$ cat src/pngunf_pkg.sv
// shared types, constants and helper function of the png scanline unfilter
package pngunf_pkg;

  // default build limits
  localparam int unsigned DEF_MAX_WIDTH    = 8192;
  localparam int unsigned DEF_MAX_CHANNELS = 4;
  localparam int unsigned MAX_HEIGHT       = 8192;

  localparam int unsigned CFG_DATA_W = 14;
  localparam int unsigned CFG_IDX_W  = 2;
  localparam int unsigned ROW_IDX_W  = 13;

  localparam logic [7:0] ALPHA_OPAQUE = 8'hff;

  // configuration register indexes
  typedef enum logic [CFG_IDX_W-1:0] {
    CFG_WIDTH  = 2'd0,
    CFG_HEIGHT = 2'd1,
    CFG_ALPHA  = 2'd2
  } cfg_idx_e;

  // row filter types
  typedef enum logic [2:0] {
    FILT_NONE  = 3'd0,
    FILT_SUB   = 3'd1,
    FILT_UP    = 3'd2,
    FILT_AVG   = 3'd3,
    FILT_PAETH = 3'd4
  } filt_e;

  // one accepted byte on its way from control to reconstruction
  typedef struct packed {
    logic       is_err;    // bad filter byte, error beat
    logic [7:0] data;      // filtered sample
    logic [1:0] chan;      // channel of the byte within its pixel
    filt_e      filt;      // row filter
    logic       row_zero;  // first row of the image, nothing above
    logic       col0;      // first byte of the row
    logic       last;      // last byte of a pixel
    logic       eor;       // last pixel of the row
    logic       eoi;       // last pixel of the image
    logic       ch4;       // four channels
  } item_t;

  function automatic logic [7:0] paeth_pred(input logic [7:0] a, input logic [7:0] b,
                                            input logic [7:0] c);
    logic [9:0] pa;
    logic [9:0] pb;
    logic [9:0] pc;
    logic [9:0] s;
    logic [9:0] t;
    pa = (b > c) ? {2'b00, b - c} : {2'b00, c - b};
    pb = (a > c) ? {2'b00, a - c} : {2'b00, c - a};
    s  = {2'b00, a} + {2'b00, b};
    t  = {1'b0, c, 1'b0};
    pc = (s > t) ? (s - t) : (t - s);
    if (pa <= pb && pa <= pc) begin
      return a;
    end else if (pb <= pc) begin
      return b;
    end else begin
      return c;
    end
  endfunction

endpackage

$ cat src/pngunf_in_if.sv
// input byte channel: valid, ready and one filtered byte
interface pngunf_in_if;
  logic       valid;
  logic       ready;
  logic [7:0] data_byte;
  logic       start_image;

  modport source (output valid, output data_byte, output start_image, input ready);
  modport sink   (input valid, input data_byte, input start_image, output ready);
endinterface

$ cat src/pngunf_ctrl.sv
// byte position tracking, filter byte decode and store read issue
module pngunf_ctrl import pngunf_pkg::*; #(
  parameter int unsigned MAX_WIDTH    = DEF_MAX_WIDTH,
  parameter int unsigned MAX_CHANNELS = DEF_MAX_CHANNELS
) (
  input  logic                                         clk_i,
  input  logic                                         rst_ni,
  pngunf_in_if.sink                                    in_i,
  input  logic [CFG_DATA_W-1:0]                        width_i,
  input  logic [CFG_DATA_W-1:0]                        height_i,
  input  logic                                         alpha_i,
  output logic                                         item_valid_o,
  output item_t                                        item_o,
  input  logic                                         item_ready_i,
  output logic                                         rd_en_o,
  output logic [$clog2(MAX_WIDTH*MAX_CHANNELS)-1:0]    rd_addr_o
);
  localparam int unsigned Depth = MAX_WIDTH * MAX_CHANNELS;
  localparam int unsigned AddrW = $clog2(Depth);
  localparam int unsigned ColW  = $clog2(Depth + 1);
  localparam int unsigned LenW  = ColW + 2;

  logic [ColW-1:0]      col_q, col_d;
  logic [1:0]           mod3_q, mod3_d;
  logic [ROW_IDX_W-1:0] row_q, row_d;
  logic                 at_start_q, at_start_d;
  logic                 err_q, err_d;
  filt_e                filt_q, filt_d;

  logic                  accept;
  logic                  ch4;
  logic [ColW-1:0]       w_eff;
  logic [LenW-1:0]       len_wide;
  logic [ColW-1:0]       row_len;
  logic [CFG_DATA_W-1:0] h_eff;
  logic [CFG_DATA_W-1:0] row_plus;
  logic                  last_row;
  logic [1:0]            chan;
  logic                  last_byte;
  logic [ColW-1:0]       col_next;
  logic                  row_end;
  logic                  err_eff;
  logic                  at_eff;
  logic                  sample;

  assign in_i.ready = item_ready_i;
  assign accept     = in_i.valid && item_ready_i;

  // clamp the geometry
  assign ch4 = alpha_i && (MAX_CHANNELS == 4);

  always_comb begin
    if (width_i == '0) begin
      w_eff = ColW'(1);
    end else if (32'(width_i) > MAX_WIDTH) begin
      w_eff = ColW'(MAX_WIDTH);
    end else begin
      w_eff = ColW'(width_i);
    end
    if (height_i == '0) begin
      h_eff = CFG_DATA_W'(1);
    end else if (32'(height_i) > MAX_HEIGHT) begin
      h_eff = CFG_DATA_W'(MAX_HEIGHT);
    end else begin
      h_eff = height_i;
    end
  end

  assign len_wide = ch4 ? (LenW'(w_eff) << 2) : (LenW'(w_eff) + (LenW'(w_eff) << 1));
  assign row_len  = len_wide[ColW-1:0];

  assign row_plus  = CFG_DATA_W'(row_q) + CFG_DATA_W'(1);
  assign last_row  = row_plus >= h_eff;
  assign chan      = ch4 ? col_q[1:0] : mod3_q;
  assign last_byte = ch4 ? (chan == 2'd3) : (chan == 2'd2);
  assign col_next  = col_q + ColW'(1);
  assign row_end   = col_next >= row_len;

  assign err_eff = in_i.start_image ? 1'b0 : err_q;
  assign at_eff  = in_i.start_image ? 1'b1 : at_start_q;
  assign sample  = accept && !err_eff && !at_eff;

  // next state
  always_comb begin
    col_d      = col_q;
    mod3_d     = mod3_q;
    row_d      = row_q;
    at_start_d = at_start_q;
    err_d      = err_q;
    filt_d     = filt_q;
    if (accept) begin
      if (in_i.start_image) begin
        col_d      = '0;
        mod3_d     = '0;
        row_d      = '0;
        err_d      = 1'b0;
        at_start_d = 1'b1;
      end
      if (!err_eff) begin
        if (at_eff) begin
          if (in_i.data_byte > 8'(FILT_PAETH)) begin
            err_d = 1'b1;
          end else begin
            filt_d     = filt_e'(in_i.data_byte[2:0]);
            at_start_d = 1'b0;
            col_d      = '0;
            mod3_d     = '0;
          end
        end else if (row_end) begin
          at_start_d = 1'b1;
          col_d      = '0;
          mod3_d     = '0;
          row_d      = last_row ? '0 : row_plus[ROW_IDX_W-1:0];
        end else begin
          col_d  = col_next;
          mod3_d = (mod3_q == 2'd2) ? 2'd0 : mod3_q + 2'd1;
        end
      end
    end
  end

  // item to reconstruction
  always_comb begin
    item_valid_o    = 1'b0;
    item_o          = '0;
    item_o.data     = in_i.data_byte;
    item_o.chan     = chan;
    item_o.filt     = filt_q;
    item_o.row_zero = (row_q == '0);
    item_o.col0     = (col_q == '0);
    item_o.last     = last_byte;
    item_o.eor      = last_byte && row_end;
    item_o.eoi      = last_byte && row_end && last_row;
    item_o.ch4      = ch4;
    if (accept && !err_eff && at_eff && in_i.data_byte > 8'(FILT_PAETH)) begin
      item_valid_o  = 1'b1;
      item_o.is_err = 1'b1;
    end else if (sample) begin
      item_valid_o = 1'b1;
    end
  end

  assign rd_en_o   = sample;
  assign rd_addr_o = col_q[AddrW-1:0];

  always_ff @(posedge clk_i or negedge rst_ni) begin
    if (!rst_ni) begin
      col_q      <= '0;
      mod3_q     <= '0;
      row_q      <= '0;
      at_start_q <= 1'b1;
      err_q      <= 1'b0;
      filt_q     <= FILT_NONE;
    end else begin
      col_q      <= col_d;
      mod3_q     <= mod3_d;
      row_q      <= row_d;
      at_start_q <= at_start_d;
      err_q      <= err_d;
      filt_q     <= filt_d;
    end
  end

  // a row start sits at column zero
  a_start_col0: assert property (@(posedge clk_i) disable iff (!rst_ni)
    at_start_q |-> (col_q == '0 && mod3_q == 2'd0))
    else $error("row start away from column zero");

  // the error only latches on a filter byte
  a_err_at_start: assert property (@(posedge clk_i) disable iff (!rst_ni)
    err_q |-> at_start_q)
    else $error("error latched inside a row");

  // an item only leaves on an accepted byte
  a_item_on_accept: assert property (@(posedge clk_i) disable iff (!rst_ni)
    item_valid_o |-> (in_i.valid && item_ready_i))
    else $error("item without an accepted byte");
endmodule

$ cat src/flat_wrapper.sv
// flat-port wrapper written by rule: the top's interface ports become plain ports
module pngunf_ctrl_flat import pngunf_pkg::*;
#(
  parameter int unsigned MAX_WIDTH    = DEF_MAX_WIDTH,
  parameter int unsigned MAX_CHANNELS = DEF_MAX_CHANNELS
)
  (clk_i, rst_ni, width_i, height_i, alpha_i, item_valid_o, item_o, item_ready_i, rd_en_o, rd_addr_o, in_i_valid, in_i_data_byte, in_i_start_image, in_i_ready);
  pngunf_in_if in_i_i ();
  input  logic clk_i;
  input  logic rst_ni;
  input  logic [CFG_DATA_W-1:0] width_i;
  input  logic [CFG_DATA_W-1:0] height_i;
  input  logic alpha_i;
  output logic item_valid_o;
  output item_t item_o;
  input  logic item_ready_i;
  output logic rd_en_o;
  output logic [$clog2(MAX_WIDTH*MAX_CHANNELS)-1:0] rd_addr_o;
  input wire logic [$bits(in_i_i.valid)-1:0] in_i_valid;
  input wire logic [$bits(in_i_i.data_byte)-1:0] in_i_data_byte;
  input wire logic [$bits(in_i_i.start_image)-1:0] in_i_start_image;
  output wire logic [$bits(in_i_i.ready)-1:0] in_i_ready;
  assign in_i_i.valid = in_i_valid;
  assign in_i_i.data_byte = in_i_data_byte;
  assign in_i_i.start_image = in_i_start_image;
  assign in_i_ready = in_i_i.ready;
  pngunf_ctrl #(.MAX_WIDTH(MAX_WIDTH), .MAX_CHANNELS(MAX_CHANNELS)) u_core (.clk_i(clk_i), .rst_ni(rst_ni), .in_i(in_i_i), .width_i(width_i), .height_i(height_i), .alpha_i(alpha_i), .item_valid_o(item_valid_o), .item_o(item_o), .item_ready_i(item_ready_i), .rd_en_o(rd_en_o), .rd_addr_o(rd_addr_o));
endmodule
$ cat config.mk
export PLATFORM = sky130hd
export DESIGN_NAME = pngunf_ctrl_flat
export DESIGN_NICKNAME = d
export VERILOG_FILES = /design/src/pngunf_pkg.sv /design/src/pngunf_in_if.sv /design/src/pngunf_ctrl.sv /design/src/flat_wrapper.sv
export SDC_FILE = /design/constraint.sdc
export NUM_CORES = 1
export LEC_CHECK = 0
export ABC_AREA = 0
export BUFFER_PORTS_ARGS = -buffer_cell sky130_fd_sc_hd__clkbuf_2
export CORE_ASPECT_RATIO = 1.1
export CORE_UTILIZATION = 50
export CTS_CLUSTER_DIAMETER = 80
export CTS_CLUSTER_SIZE = 30
export DETAILED_ROUTE_END_ITERATION = 10
export PLACE_DENSITY_LB_ADDON = 0.12
export SLEW_MARGIN = 20
export SYNTH_ARGS = -nofsm -noshare
export SYNTH_HDL_FRONTEND = slang
export SYNTH_SLANG_ARGS = --single-unit
$ cat constraint.sdc
create_clock -name clk_i -period 5.25 [get_ports clk_i]
set_clock_uncertainty 0.15 [all_clocks]
set_input_delay 0.525 -clock clk_i [delete_from_list [all_inputs] [get_ports clk_i]]
set_output_delay 0.525 -clock clk_i [all_outputs]
set_load 0.02 [all_outputs]
==> flow_summary_export.csv <==
group,metric,value,unit
outcome,status,"finished, final reports clean",
synth,synthCells,515,
worst_setup_path,cp.required,4580,ps
worst_setup_path,crit_fanout,10,
global_routing,grt_pass1_vias,3601,
clock_network,cts.reportedPaths.clkPinSlew,70,ps
timing,max_freq,202,MHz
worst_setup_path,slowest_stage,"o41ai_2",
placed_design,routabilityCongestion,0.881,
route,drt_pass1_iterations,5,
finish,seqCellArea,902,um2
synth,synth.distinct_cells,63,
power_and_ir_drop,internal_power,0.000493,W
global_routing,grt_max_degree,37,
power_and_ir_drop,pwr-share-seq,0.399,
worst_setup_path,start_kind,"input pin",
clock_network,numCtsBuffers,5,
synth,synth-async-reset-ratio,1.00,
clock_network,cts_sinks,36,
synth,avgSynthCellArea,7.99,um2
floorplanning,dieWidth,88.5,um
clock_network,clkLatencyLatePin,290,ps
synth,syn_nets,596,
timing,worst_pin_slew,904,ps
finish,fillers,753,
timing,fin_tns_setup,0,ps
worst_setup_path,path_cells,"clkbuf_2 -> nor4_1 -> nand4_1 -> a21oi_2 -> ha_2 -> a211o_1 -> a21oi_1 -> o41ai_2 -> a22oi_1 -> nor2_1 -> nor4_1 -> a311oi_1 -> ha_1 -> and4_1 -> a41o_1 -> a211o_1 -> nand2_1 -> nor3_1 -> clkbuf_2",
synth,ys_seq_area_frac,0.219,
route,num_vias,3950,
placed_design,numPortBuffers,79,
route,wl_per_cell,14.9,um
floorplanning,dieArea,8600,um2
power_and_ir_drop,p_leak,2.25,nW
worst_setup_path,cpPeakStageDelay,350,ps
clock_network,cts_tree,"done",
synth,ys.flop_type,"dfrtp_1",
power_and_ir_drop,clockPowerShare,0.280,
worst_setup_path,cp_num_buf_inv,2,
finish,syn_to_final_growth,10.9,%
worst_setup_path,critical_path_class,"in -> out",
synth,synth_area,4120,um2
floorplanning,placementRows,34,
worst_setup_path,r2r_setup_slack,1150,ps
worst_setup_path,cp-end-kind,"output pin",
route,ant_nets,0,
finish,multiInputGateArea,2820,um2
finish,drive_above_1_share,0.219,
timing,rsz0062_at_grt,"false",
worst_setup_path,crit_family,"compound AO/OA/AOI/OAI gates",
finish,diodes,0,
global_routing,track_usage,0.244,
global_routing,antenna_found_initial,0,
power_and_ir_drop,p_per_area,164,nW/um2
timing,timing.hold.ws,201,ps
timing,post-route-period-util,0.944,
route,drt_wl_total,10000,um
power_and_ir_drop,p_switching,0.000256,W
clock_network,cts.path.max_buffers,2,
floorplanning,die_y,97.2,um
worst_setup_path,worstPathArrival,4280,ps
clock_network,cts-hold-fix-buffers,0,
floorplanning,initial_core_util,0.517,
clock_network,cts_root_buf,"clkbuf_8",
power_and_ir_drop,power_frac_comb,0.321,
run,cap_violations,0,
finish,final_cell_mix,"79 x clkbuf_2, 49 x nand2_1, 37 x ha_1",
timing,setup_viol,0,
floorplanning,io_pins,80,
finish,final_common_cell,"clkbuf_2",
synth,ys_warn_count,0,
global_routing,grt-ovfl-total,0,
timing,final_max_slew_viol_count,0,
synth,synth-seq-cells,36,
power_and_ir_drop,switching_share,0.342,
route,drc,0,
hold_path,min_path_type,"in -> async",
route,via_per_inst,5.86,
route,drt_iter0_drc,158,
power_and_ir_drop,total_power,0.000748,W
placed_design,dp.final_hpwl,7950,um
timing,hold_viol,0,
timing,finalCriticalPeriod,4960,ps
global_routing,grt_pass1_wl,17000,um
synth,synth_edf_count,0,
power_and_ir_drop,peakVddDrop,0.103,mV
timing,max_slew_margin,0.397,
floorplanning,coreArea,7960,um2
clock_network,htree_levels,2,
finish,fin_nets,646,
synthesized netlist by cell type, types with 11 or more instances:
| cell type | count | share of area |
|---|---|---|
| ha_1 | 38 | 0.12 |
| a22o_1 | 14 | 0.030 |
| dfrtp_1 | 35 | 0.21 |
| nand3_1 | 18 | 0.022 |
| a21oi_1 | 34 | 0.041 |
| nor3_1 | 13 | 0.016 |
| xnor2_1 | 26 | 0.055 |
| nor2_1 | 25 | 0.023 |
| and3_1 | 14 | 0.021 |
| nor2b_1 | 11 | 0.017 |
| buf_4 | 26 | 0.047 |
| clkbuf_1 | 12 | 0.011 |
| o21ai_0 | 28 | 0.034 |
| nand2_1 | 49 | 0.045 |
| nor4_1 | 13 | 0.020 |
| inv_1 | 16 | 0.015 |
| xor2_1 | 12 | 0.026 |
stage by stage:
step | instances | cell area [um2] | util | setup WS [ps]
global placement | 664 | 4440 | 0.558 | 315
global route | 674 | 4560 | 0.573 | 0.604
floorplan | 515 | 4120 | - | 414
finish | 674 | 4560 | 0.573 | 293
CTS | 672 | 4530 | 0.570 | 112
detailed placement | 664 | 4440 | 0.558 | 88.5
area by class of cell:
cell class,count,share of cell area
Sequential cell,36,0.198
Inverter,17,0.0140
Multi-Input combinational cell,407,0.617
Timing Repair Buffer,98,0.121
Clock buffer,7,0.0189
Tap cell,108,0.0296
Clock inverter,1,0.00165
repair_timing:
item / CTS / global route
setup endpoints to repair: 0 / 9
resized for setup: 0 / 5
buffers inserted: 0 / 2
sequential cells by signal, summed over array words and instances, names as in the netlist:
name and flops:
u_core.col_q 16, u_core.filt_q 3, u_core.at_start_q 1, u_core.err_q 1, u_core.row_q 13, u_core.mod3_q 2
worst paths after layout:
check	end	cells after the start	from
worst max-delay path	item_o[1]	19	width_i[10]
worst min-delay path	u_core.col_q[2]	1	rst_ni
worst max register to register	u_core.row_q[6]	12	u_core.col_q[0]
worst min register to register	u_core.mod3_q[1]	1	u_core.mod3_q[1]
max in group asynchronous	u_core.row_q[6]	1	rst_ni
min in group clk_i	u_core.filt_q[0]	2	in_i_data_byte[0]
logic make-up (layout without fill, tap and decap cells):
family                   count (synthesis)  in the layout  synth area share
flip-flops                              36             36             0.219
AO/OA/AOI/OAI                          145            145             0.237
AND/OR/NAND/NOR                        175            175             0.216
XOR/XNOR                                38             38            0.0809
buffers and inverters                   72            123             0.100
adder cells (fa/ha/maj)                 39             39             0.120
multiplexers                            10             10            0.0265
power by group through the flow:
stage                     registers, W  clock network, W  logic, W
after floorplan               0.000302                 0  0.000167
after global placement        0.000303                 0  0.000233
after detailed placement      0.000304                 0  0.000238
after CTS                     0.000298          0.000212  0.000239
after global routing          0.000300          0.000223  0.000270
final                         0.000298          0.000210  0.000240
layer usage:
metal,up-vias,GRT usage,share of wire
met2,114,0.380,0.45
met3,4,0.0289,0.042
met4,0,0.0335,0.0041
met1,1867,0.367,0.50
met5,-,0,0
li1,1965,-,-
worst reg2reg max path: cells and delay by family, from the launching register on:
kind                       cells  cell delay (ps)
and+or+nand+nor                6             1440
AOI/OAI and AO/OA              3             1030
adders and majority gates      2              600
DFF                            1              540
xor gates and xnor gates       1              270
Note: power is estimated with default switching activity, not from simulation.
